[src/hdl/mi3_pkg.sv]
package mi3_pkg;

    // Default number formats: Q16.16 in a 32-bit word.
    localparam int WORD_BITS_DEF = 32;
    localparam int FRAC_BITS_DEF = 16;

    // Adjugate entry k = a[p]*a[q] - a[r]*a[s], entries indexed row*3+col.
    localparam int ADJ_TAB [9][4] = '{
        '{4, 8, 5, 7}, '{2, 7, 1, 8}, '{1, 5, 2, 4},
        '{5, 6, 3, 8}, '{0, 8, 2, 6}, '{2, 3, 0, 5},
        '{3, 7, 4, 6}, '{1, 6, 0, 7}, '{0, 4, 1, 3}
    };

    // Status of the queue between the front and back halves.
    typedef struct packed {
        logic full;
        logic empty;
    } q_stat_t;

endpackage

[src/hdl/mi3_queue.sv]
module mi3_queue #(
    parameter int PW = 64
) (
    input  logic              clk,
    input  logic              rst_n,
    input  logic              push,
    input  logic [PW-1:0]     push_data,
    input  logic              pop,
    output logic [PW-1:0]     pop_data,
    output mi3_pkg::q_stat_t  stat
);

    logic [PW-1:0] mem_reg [2];
    logic          wr_ptr_reg;
    logic          rd_ptr_reg;
    logic [1:0]    cnt_reg;
    logic          do_push;
    logic          do_pop;

    assign stat.full  = (cnt_reg == 2'd2);
    assign stat.empty = (cnt_reg == 2'd0);
    assign do_push    = push && !stat.full;
    assign do_pop     = pop && !stat.empty;
    assign pop_data   = mem_reg[rd_ptr_reg];

    // Storage; entries need no reset.
    always_ff @(posedge clk)
    begin
        if (do_push)
        begin
            mem_reg[wr_ptr_reg] <= push_data;
        end
    end

    // Pointers and fill count.
    always_ff @(posedge clk or negedge rst_n)
    begin
        if (!rst_n)
        begin
            wr_ptr_reg <= 1'b0;
            rd_ptr_reg <= 1'b0;
            cnt_reg    <= 2'd0;
        end
        else
        begin
            if (do_push)
            begin
                wr_ptr_reg <= !wr_ptr_reg;
            end
            if (do_pop)
            begin
                rd_ptr_reg <= !rd_ptr_reg;
            end
            cnt_reg <= cnt_reg + 2'(do_push) - 2'(do_pop);
        end
    end

endmodule

[config.mk]
export PLATFORM = sky130hd
export DESIGN_NAME = mi3_queue
export DESIGN_NICKNAME = d
export VERILOG_FILES = /design/src/hdl/mi3_pkg.sv /design/src/hdl/mi3_queue.sv
export SDC_FILE = /design/constraint.sdc
export NUM_CORES = 1
export LEC_CHECK = 0
export ABC_CLOCK_PERIOD_IN_PS = 6100
export BUFFER_PORTS_ARGS = -buffer_cell sky130_fd_sc_hd__buf_4
export CORE_MARGIN = 2
export CORE_UTILIZATION = 40
export CTS_BUF_LIST = sky130_fd_sc_hd__clkbuf_8
export CTS_CLUSTER_DIAMETER = 50
export DETAILED_ROUTE_END_ITERATION = 10
export PLACE_DENSITY = 0.72
export SETUP_SLACK_MARGIN = 0.5
export SYNTH_ARGS = -nofsm -noshare
export SYNTH_HDL_FRONTEND = slang
export SYNTH_SLANG_ARGS = --single-unit
[constraint.sdc]
create_clock -name clk -period 6.1 [get_ports clk]
set_input_delay 0.305 -clock clk [delete_from_list [all_inputs] [get_ports clk]]
set_output_delay 0.305 -clock clk [all_outputs]
set_load 0.01 [all_outputs]
==> Word level (Yosys, flattened, before mapping) <==
Memory sizes are Yosys's and may differ from the RTL's.
Index checks and enable logic that the tools add are counted.
{ "word_totals": {"reg_bits": 4, "ramBits": 128, "input_bits": 68, "word_cells": 16, "n_memories": 1} }
{ "op_classes": {"addsub": 2, "n_eq_ne": 1, "n_mux": 2, "n_reduce_logical": 7} }
{ "memory_table": {"columns": ["name", "depth", "word_bits", "read_ports", "rd_ports_with_merged_regs", "wr", "line_no", "source"], "rows": [
  ["mem_reg", 2, 64, 1, 0, 1, "mi3_queue.sv:13", "logic [PW-1:0] mem_reg [2];"]
]} }
{ "op_table": {"columns": ["operator", "count"], "rows": [
  ["zero test 1 bit", 4],
  ["adder 2 x 1 -> 2 bit", 1],
  ["== test 2 bit (second input constant)", 1],
  ["logical AND 1 bit", 2],
  ["zero test 2 bit", 1],
  ["2-to-1 mux 1 bit", 2],
  ["subtractor 2 x 1 -> 2 bit", 1]
]} }

==> Depth between registers and ports, before layout <==
Gate-level depths: netlist of run 1.
{ "logic_depth": {"depth_word": 5, "depth_mapped": 7, "mapped_depth_nobuf": 7} }

==> Worst setup path after synthesis of run 1 <==
OpenSTA, ideal clock, no wires.
{ "synth_timing": {"path_kind": "reg2reg", "from": "register cnt_reg[1]", "to": "memory mem_reg[0][0], enable pin", "setup_time_ps": 486, "t_arrival_ps": 3272, "slack_ps": 2342, "path_stages_with_launch": 4, "path_buffers": 0, "cell_sequence": "dfrtp_1 nand2b_1 nand2_1 nor2_1"} }
{ "synth_via": {"elab_chain_cells": 5} }
{ "synth_lines": {"columns": ["element", "line_no", "source"], "rows": [
  ["from (decl)", "mi3_queue.sv:16", "logic [1:0] cnt_reg;"],
  ["from (signal assigned)", "mi3_queue.sv:54", "cnt_reg <= cnt_reg + 2'(do_push) - 2'(do_pop);"],
  ["== test 2 bit", "mi3_queue.sv:20", "assign stat.full = (cnt_reg == 2'd2);"],
  ["zero test 1 bit", "mi3_queue.sv:22", "assign do_push = push && !stat.full;"],
  ["logical AND 1 bit", "mi3_queue.sv:22", null],
  ["2-to-1 mux 1 bit", "mi3_queue.sv:29", "if (do_push)"],
  ["2-to-1 mux 1 bit (implied by the code)", "mi3_queue.sv:31", "mem_reg[wr_ptr_reg] <= push_data;"],
  ["to (decl)", "mi3_queue.sv:13", null]
]} }
Every way passes these cells.

==> Worst setup path after layout of run 1 <==
{ "layout_timing": {"from": "register rd_ptr_reg", "to": "output pop_data[3]"} }
{ "layout_via": {"elab_chain_cells": 1} }
{ "layout_lines": {"columns": ["element", "line_no", "source"], "rows": [
  ["from (decl)", "mi3_queue.sv:15", "logic rd_ptr_reg;"],
  ["from (signal assigned)", "mi3_queue.sv:52", "rd_ptr_reg <= !rd_ptr_reg;"],
  ["memory (2 x 64 bit)", null, null],
  ["to (decl)", "mi3_queue.sv:9", "output logic [PW-1:0] pop_data,"]
]} }
Every way passes these cells.

==> results of run 1 <==
metrics by stage:
stage          cells  hold slack (ns)  setup slack (ns)  utilization [%]  area [µm²]
2_1_floorplan    217          0.00941              2.34                -        5020
3_3_place_gp     512            0.104              4.02             51.0        6180
3_5_place_dp     512            0.106              3.99             51.0        6180
4_1_cts          542           0.0285              3.51             53.7        6500
5_1_grt          542           0.0263              3.46             53.7        6500
6_report         542           0.0627              3.59             53.7        6500
power breakdown:
group / total, mW / switching (mW) / internal, mW
logic: 0.963 / 0.375 / 0.588
registers: 1.41 / 0.162 / 1.24
clock network: 0.594 / 0.292 / 0.301
total: 2.96 / 0.829 / 2.13
final timing paths:
kind | from | endpoint
setup / recovery | rd_ptr_reg$_DFFE_PN0P_ | pop_data[3]
hold / removal | push_data[57] | mem_reg[1][57]$_DFFE_PP_
setup reg to reg | cnt_reg[1]$_DFF_PN0_ | mem_reg[0][14]$_DFFE_PP_
hold reg to reg | cnt_reg[1]$_DFF_PN0_ | cnt_reg[1]$_DFF_PN0_
max in group asynchronous | rst_n | rd_ptr_reg$_DFFE_PN0P_
min in group asynchronous | rst_n | cnt_reg[1]$_DFF_PN0_
placed cells by master, fill, tap and decap left out:
cell / synthesis / routed
mux2_4: 50 / 50
clkinv_2: 0 / 5
edfxtp_1: 128 / 128
and3_4: 0 / 1
dfrtp_4: 0 / 1
nor2_1: 2 / 1
dlygate4sd3_1: 0 / 1
ha_1: 2 / 2
nor2_4: 0 / 1
inv_1: 2 / 5
xor2_1: 1 / 1
mux2_2: 14 / 14
nor2b_1: 1 / 1
xnor2_1: 3 / 3
clkbuf_8: 0 / 17
clkinv_1: 0 / 3
buf_4: 0 / 134
nand2b_1: 1 / 1
bufinv_16: 0 / 1
nand2_1: 1 / 1
dfrtp_1: 4 / 3
worst max-delay path, stage by stage (launching register included):
cell and delay [ns]:
dfrtp_4 1.18, mux2_2 0.42, buf_4 0.14
layout make-up:
class	instances	area [µm²]	area share [%]
Sequential cell	132	3950	60.7
Timing Repair Buffer	135	1020	15.6
Multi-Input combinational cell	76	1010	15.5
Clock buffer	17	234	3.60
Tap cell	168	210	3.23
Clock inverter	12	77.6	1.19
Inverter	2	7.51	0.115
layer usage:
metal	up-vias	global-route usage, %	wire length [µm]
li1	1144	-	-
met1	1171	14.6	3350
met2	91	21.1	4270
met3	16	4.81	583
met4	0	6.67	170
met5	-	0	0
cells by family after synthesis:
logic type | after synthesis | synth area share [%]
AND/OR/NAND/NOR | 6 | 0.598
XOR/XNOR | 4 | 0.698
adder cells (fa/ha/maj) | 2 | 0.498
buffers and inverters | 9 | 1.59
flip-flops | 132 | 78.5
multiplexers | 64 | 18.1
what timing repair did:
action                                 CTS  global route
hold buffers                             1             0
resized for setup                        0             0
endpoints found under the hold margin    4             0
==> reports/results.ini, run 1 <==
[status]
status = completed

[clocking]
clkSlewWorstSetupHoldPaths_ns = 0.07
cts_root_buf = clkbuf_8
cts-htree-levels = 4
clkLatencyLatePin_ns = 0.42
cts_tree = yes
cts_buffer_depth = 2
post_cts_buffers = 0
cts_made_buffers = 17
cts.sinks = 132

[drt]
drc = 0
vias = 2422
wl_per_cell_um = 15.4
drtAntennaViolNets = 0
firstDrtPassIters = 4
vias_per_cell = 4.47
drt_iter0_markers = 85
wl_mm = 8.37

[worst_setup_path]
regToRegSetupSlack_ns = 4.21
path_max_fanout = 65
crit_path_end_kind = primary output
cp.required_ns = 5.79
cp-start-kind = flop
criticalPathCategory = flop to primary output
reg2reg_depth = 4
arrival_ns = 2.20

[logic_synthesis]
yosysMostFrequentCell = edfxtp_1
synth.distinct_cells = 15
ys_seq_area_share_pct = 78.5
synth_common_cells = edfxtp_1, mux2_4, mux2_2, buf_6, dfrtp_1
yosysTopAreaCellShare_pct = 76.5
syn_area_um2 = 5020
yosys_warnings = 0
synth_area_per_cell_um2 = 23.1
synth_fp_nets = 287
synth_seq_cells = 132
synthCells = 217
synth_top_cell_by_area = edfxtp_1
synth.area.top_cells = edfxtp_1, mux2_4, mux2_2
ys.flop_type = edfxtp_1
synth_edf_count = 128
ys_async_sr_fraction_pct = 3.03

[grt]
grt_pass1_wl_mm = 12.5
grt_start_max_net_pins = 66
grt_pass1_vias = 2567
overflow = 0
antenna_found_initial = 0
track_usage_pct = 12.8

[floorplan]
core_um2 = 12100
boundaryPins = 134
row_count = 40
dieWidth_um = 116
initial_utilization_pct = 41.5
fp.dieH_um = 116
dieArea_um2 = 13500

[worst_hold_path]
min_path_cells = 1
hold_path.class = primary input to flop

[sta]
slew_headroom_pct = 24.5
fmax_mhz = 399
worstMarginPinSlew_ns = 1.13
skew_ns = 0.00616
maxSlewViolCount = 0
min_period_ns = 2.51
finalSetupViolations = 0
finalHoldViolCount = 0
min_period_over_period_pct = 41.1
rsz0062_at_grt = no
fin_setup_tns_ns = 0

[power_and_ir_drop]
power_per_cell_area_nw_per_um2 = 456
irDropWorstVdd_mv = 0.242
p_total_mw = 2.96
p_leak_nw = 2.58

[placement]
hpwl_mm = 5.23
place_congestion = 0.661
portBuffers = 133

[final_layout]
area_growth_pct = 29.5
nets = 434
largest_reg_flops = 128
fill_cells = 996
drive_gt1_share_pct = 59.9
antenna_cells = 0

[flow_run]
drv_cap = 0

(Power assumes the default switching activity.)
==> inputs of run 2 (changes only) <==
- ABC_CLOCK_PERIOD_IN_PS: 6100 -> 2200
- PLACE_DENSITY: 0.72 -> 0.75
- clock period: 6.1 -> 2.2 ns (I/O delays scaled with it)
==> reports/results.ini, run 2 (synthesized netlist as in run 1, its figures left out) <==
[status]
status = completed

[power_and_ir_drop]
irDropWorstVdd_mv = 1.05  ; +330%
power_per_cell_area_nw_per_um2 = 1170  ; +160%
p_clk_share_pct = 19.6  ; -0.4 points
p_leak_nw = 2.94  ; +14%
power_frac_seq_pct = 42.5  ; -5.0 points
power.switching_mw = 2.43  ; +190%
p_total_mw = 8.53  ; +190%
power_frac_comb_pct = 37.9  ; +5.4 points
swShare_pct = 28.5  ; +0.55 points
cellInternalPower_mw = 6.09  ; +190%

[sta]
skew_ns = 0.00944  ; +0.00328 ns
min_period_ns = 1.78
slew_headroom_pct = 68.9  ; +44 points
worstMarginPinSlew_ns = 0.466  ; -0.667 ns
finalHoldViolCount = 0  ; unchanged
fin_setup_tns_ns = 0  ; unchanged
finalSetupViolations = 0  ; unchanged
rsz0062_at_grt = yes
fmax_mhz = 561
min_period_over_period_pct = 81.0
maxSlewViolCount = 0  ; unchanged

[final_layout]
drive_gt1_share_pct = 52.4  ; -7.5 points
area_growth_pct = 44.9
layout_common_cells = buf_4, edfxtp_1, dlygate4sd3_1
final_common_cell = buf_4
antenna_cells = 0  ; unchanged
regArea_um2 = 3950  ; unchanged
nets = 509  ; +17%
fin_cells = 620  ; +14%
fill_cells = 909  ; -8.7%
largest_reg_flops = 128  ; unchanged
multi_input_area_um2 = 1010  ; -0.12%

[floorplan]
initial_utilization_pct = 41.5  ; unchanged
dieArea_um2 = 13500  ; unchanged
row_count = 40  ; unchanged
core_um2 = 12100  ; unchanged
fp.dieH_um = 116  ; unchanged
boundaryPins = 134  ; unchanged
dieWidth_um = 116  ; unchanged

[clocking]
cts_root_buf = clkbuf_8
clkLatencyLatePin_ns = 0.44  ; +0.02 ns
cts.sinks = 132  ; unchanged
cts_tree = yes
cts_buffer_depth = 2  ; unchanged
cts-htree-levels = 4  ; unchanged
clkSlewWorstSetupHoldPaths_ns = 0.07  ; about the same
cts_made_buffers = 17  ; unchanged

[worst_setup_path]
criticalPathCategory = flop to primary output
crit_family = flip-flops
path_buf_inv = 2  ; +1
path_max_fanout = 24  ; -63%
cp_slowest_cell = dfrtp_4
slowest_delay_ns = 0.48  ; -0.70 ns
cp_cell_sequence = buf_12 > mux2_2 > buf_4
cp-start-kind = flop
cp.required_ns = 2.09  ; -3.70 ns
arrival_ns = 1.67  ; -0.53 ns
crit_path_end_kind = primary output

[placement]
place_congestion = 0.665  ; +0.62%
hpwl_mm = 5.89  ; +13%
portBuffers = 133  ; unchanged
dp.cells = 517  ; +0.98%

[worst_hold_path]
hold_path.class = primary input to flop

[drt]
drt_iter0_markers = 128  ; +51%
wl_mm = 9.64  ; +15%
drtAntennaViolNets = 0  ; unchanged
vias_per_cell = 4.43  ; -0.78%
vias = 2749  ; +14%
firstDrtPassIters = 4  ; unchanged
wl_per_cell_um = 15.5  ; +0.64%
drc = 0  ; unchanged

[grt]
grt_pass1_wl_mm = 14.4  ; +15%
antenna_found_initial = 0  ; unchanged
track_usage_pct = 14.8  ; +2.0 points
overflow = 0  ; unchanged
grt_start_max_net_pins = 35  ; -47%
grt_pass1_vias = 2974  ; +16%

[flow_run]
drv_cap = 0  ; unchanged

## run 2: metal layers
layer  track usage [%]  part of all wire (%)
met1              15.3                    38
met2              26.3                    54
met3              5.60                   5.4
met4              7.38                   1.8
met5                 0                     0
## run 2: path summary, 6_finish.rpt
kind | start | to | slack (ns) | cells after the start
max reg2reg | cnt_reg[1]$_DFF_PN0_ | mem_reg[0][42]$_DFFE_PP_ | 0.64 | 4
min | pop | rd_ptr_reg$_DFFE_PN0P_ | 0.08 | 3
min reg2reg | cnt_reg[1]$_DFF_PN0_ | cnt_reg[1]$_DFF_PN0_ | 0.50 | 1
max in group asynchronous | rst_n | rd_ptr_reg$_DFFE_PN0P_ | 1.45 | 3
min in group asynchronous | rst_n | cnt_reg[0]$_DFF_PN0_ | 0.56 | 3
max | rd_ptr_reg$_DFFE_PN0P_ | pop_data[2] | 0.42 | 3
## run 2: power groups by stage
stage	sequential, mW	clock, mW	combinational (mW)
detailed placement	3.77	0	3.02
floorplan	3.61	0	1.93
finish	3.62	1.67	3.23
global placement	3.74	0	2.98
CTS	3.63	1.74	3.28
global route	3.67	1.83	3.46
## run 2: worst min-delay path: stages
cell and delay (ns):
buf_4 0.07, nor2b_1 0.20, xor2_1 0.10
## run 2: repair_timing
item                                    in CTS  in global routing
endpoints found under the setup margin      64                 64
buffers inserted                             4                  0
hold buffers                                67                  0
gates resized for setup                      1                  0
endpoints found under the hold margin      133                  0
## run 2: stage by stage
stage	setup WS, ns	hold slack, ns	util, %	cell area (µm²)
final	0.419	0.0829	60.1	7280
after global placement	0.601	-0.0914	51.5	6240
after global routing	0.322	0.0595	60.1	7280
after floorplan	0.225	-0.186	-	5030
after CTS	0.375	0.0414	60.1	7280
after detailed placement	0.594	-0.0917	51.5	6240
## run 2: layout make-up
class | count | share of cell area (%)
flip-flops and latches | 132 | 54.2
repair buffers | 210 | 24.4
multi-input cells | 76 | 13.9
clock buffers | 20 | 3.78
well taps | 168 | 2.89
clock inverters | 12 | 0.722
inverters | 2 | 0.103
==> inputs of run 3 (changes only) <==
- ABC_AREA: not set -> 1
- ABC_CLOCK_PERIOD_IN_PS: 2200 -> 1850
- PLACE_DENSITY: 0.75 -> 0.73
- clock period: 2.2 -> 1.85 ns (I/O delays scaled with it)
==> reports/results.ini, run 3 <==
[grt]
overflow = 0  ; unchanged
grt_pass1_wl_mm = 17.2  ; +20%
grt_start_max_net_pins = 41  ; +17%
grt_pass1_vias = 3516  ; +18%
antenna_found_initial = 0  ; unchanged
track_usage_pct = 17.7  ; +2.9 points

[logic_synthesis]
synth_area_per_cell_um2 = 13.3  ; -43%
ys.flop_type = edfxtp_1
syn_area_um2 = 4890  ; -2.7%
ys_seq_area_share_pct = 80.7  ; +2.2 points
synth_top_cell_by_area = edfxtp_1
synth.area.top_cells = edfxtp_1, nand2_1, dfrtp_1
yosys_warnings = 0  ; unchanged
synthCells = 368  ; +70%
ys_async_sr_fraction_pct = 3.03  ; unchanged
yosysMostFrequentCell = nand2_1
synth_common_cells = nand2_1, edfxtp_1, inv_1, buf_4, buf_2
synth_seq_cells = 132  ; unchanged
synth_fp_nets = 438  ; +53%
synth_edf_count = 128  ; unchanged
yosysTopAreaCellShare_pct = 78.6  ; +2.1 points
synth.distinct_cells = 10  ; -5

[drt]
firstDrtPassIters = 4  ; unchanged
vias_per_cell = 4.73  ; +6.7%
drt_iter0_markers = 200  ; +56%
drtAntennaViolNets = 0  ; unchanged
drc = 0  ; unchanged
vias = 3689  ; +34%
wl_mm = 13.6  ; +41%
wl_per_cell_um = 17.4  ; +12%

[placement]
hpwl_mm = 6.25  ; +6.1%
place_congestion = 0.756  ; +14%
pre_cts_slack_ns = 0.306  ; -0.288 ns
portBuffers = 133  ; unchanged

[worst_setup_path]
path_max_fanout = 8  ; -67%
cp.required_ns = 1.76  ; -0.33 ns
arrival_ns = 1.49  ; -0.18 ns
reg2reg_depth = 6  ; +2
slowest_delay_ns = 0.47  ; about the same
cp_slowest_cell = dfrtp_2
cp_cell_sequence = inv_8 > clkbuf_16 > nand2_2 > nand2_2 > buf_6
crit-reg2reg-capture = mem_reg[0][58]$_DFFE_PP_
criticalPathCategory = flop to primary output
worstReg2RegStart = cnt_reg[0]$_DFF_PN0_
regToRegSetupSlack_ns = 0.37  ; -0.27 ns
cp-start-kind = flop
path_common_cell = nand2_2
crit_path_end_kind = primary output

[sta]
hold_ws_ns = 0.382  ; +0.300 ns
finalSetupViolations = 0  ; unchanged
rsz0062_at_grt = yes
fin_setup_tns_ns = 0  ; unchanged
finalHoldViolCount = 0  ; unchanged
setup_slack_ns = 0.269  ; -0.150 ns
min_period_ns = 1.58
slew_headroom_pct = 85.4  ; +17 points
min_period_over_period_pct = 85.5
skew_ns = 0.00747  ; -0.00197 ns
fmax_mhz = 633
worstMarginPinSlew_ns = 0.218  ; -0.248 ns
maxSlewViolCount = 0  ; unchanged

[floorplan]
row_count = 40  ; unchanged
fp.dieH_um = 115  ; -1.3%
dieWidth_um = 115  ; -1.3%
initial_utilization_pct = 40.9  ; -0.60 points
core_um2 = 12000  ; -1.2%
dieArea_um2 = 13100  ; -2.6%
boundaryPins = 134  ; unchanged

[power_and_ir_drop]
p_leak_nw = 3.53  ; +20%
power_per_cell_area_nw_per_um2 = 1520  ; +30%
irDropWorstVdd_mv = 0.805  ; -23%

[clocking]
cts-htree-levels = 4  ; unchanged
cts_made_buffers = 17  ; unchanged
clkSlewWorstSetupHoldPaths_ns = 0.07  ; about the same
cts.sinks = 132  ; unchanged
cts_tree = yes
cts_buffer_depth = 2  ; unchanged
cts_root_buf = clkbuf_8
clkLatencyLatePin_ns = 0.43  ; about the same

[worst_hold_path]
holdPathEnd = mem_reg[1][40]$_DFFE_PP_
hp-start = push_data[40]
hold_path.class = primary input to flop
min_path_cells = 2  ; -1

[final_layout]
nets = 690  ; +36%
antenna_cells = 0  ; unchanged
fill_cells = 774  ; -15%
area_growth_pct = 68.5
largest_reg_flops = 128  ; unchanged
final_common_cell = nand2_1
drive_gt1_share_pct = 43.6  ; -8.8 points
layout_common_cells = nand2_1, edfxtp_1, buf_4

[status]
status = completed

[flow_run]
drv_cap = 0  ; unchanged

==> run 3: where the power goes <==
| part | switching [mW] | total, mW | internal (mW) |
|---|---|---|---|
| Sequential | 0.236 | 4.32 | 4.08 |
| Combinational | 2.95 | 5.96 | 3.01 |
| Clock | 1.11 | 2.29 | 1.18 |
| Total | 4.29 | 12.6 | 8.27 |
==> run 3: cells by family (layout without fill, tap and decap cells) <==
group                    after synthesis  in the layout  share of synthesized area (%)
buffers and inverters                 25            290                           2.69
flip-flops                           132            132                           80.7
AND/OR/NAND/NOR                      209            209                           16.1
adder cells (fa/ha/maj)                2              2                          0.512
==> run 3: critical path, delay by kind of cell (launching register included) <==
kind,cells,cell delay (ns)
DFF,1,0.47
and+or+nand+nor,2,0.13
buffers and inverters,3,0.44
==> run 3: cell type report <==
| cell class | count | area, µm² | area share (%) |
|---|---|---|---|
| sequential | 132 | 3950 | 47.9 |
| timing repair buffer | 247 | 2610 | 31.7 |
| multi-input combinational | 211 | 1070 | 13.0 |
| clock buffer | 17 | 234 | 2.84 |
| tap | 147 | 184 | 2.23 |
| clock inverter | 15 | 139 | 1.69 |
| inverter | 11 | 55.1 | 0.668 |
==> run 3: worst max path at each step <==
stage / cells past startpoint / from / endpoint / slack [ns]
2_1_floorplan: 3 / cnt_reg[1]$_DFF_PN0_ / mem_reg[1][0]$_DFFE_PP_ / -0.08
3_3_place_gp: 5 / cnt_reg[0]$_DFF_PN0_ / mem_reg[0][42]$_DFFE_PP_ / 0.32
3_5_place_dp: 5 / cnt_reg[0]$_DFF_PN0_ / mem_reg[0][41]$_DFFE_PP_ / 0.31
4_1_cts: 4 / rd_ptr_reg$_DFFE_PN0P_ / pop_data[0] / 0.25
5_1_grt: 5 / rd_ptr_reg$_DFFE_PN0P_ / pop_data[29] / 0.20
6_report: 5 / rd_ptr_reg$_DFFE_PN0P_ / pop_data[29] / 0.27
==> run 3: what timing repair did <==
item / in CTS / in global routing
gates cloned: 4 / 18
buffers inserted: 9 / 7
endpoints found under the hold margin: 134 / 0
setup endpoints to repair: 184 / 190
pin swaps: 5 / 18
hold buffers: 68 / 0
resized for setup: 18 / 108
==> run 3: per-layer routing <==
metal	wire length (µm)	GRT usage (%)	part of all wire, %	vias up
met3	695	5.93	5.1	18
met4	192	5.85	1.4	0
met2	7320	31.9	54	126
li1	-	-	-	1741
met1	5380	19.7	40	1804
met5	0	0	0	-
==> run 3: stage by stage <==
stage	std cells	util, %	area [µm²]	total power, mW
floorplan	368	-	4910	6.21
global placement	642	51.2	6130	7.93
detailed placement	642	51.2	6130	8.04
CTS	755	62.1	7430	11.0
global route	780	68.9	8240	13.2
finish	780	68.9	8240	12.6
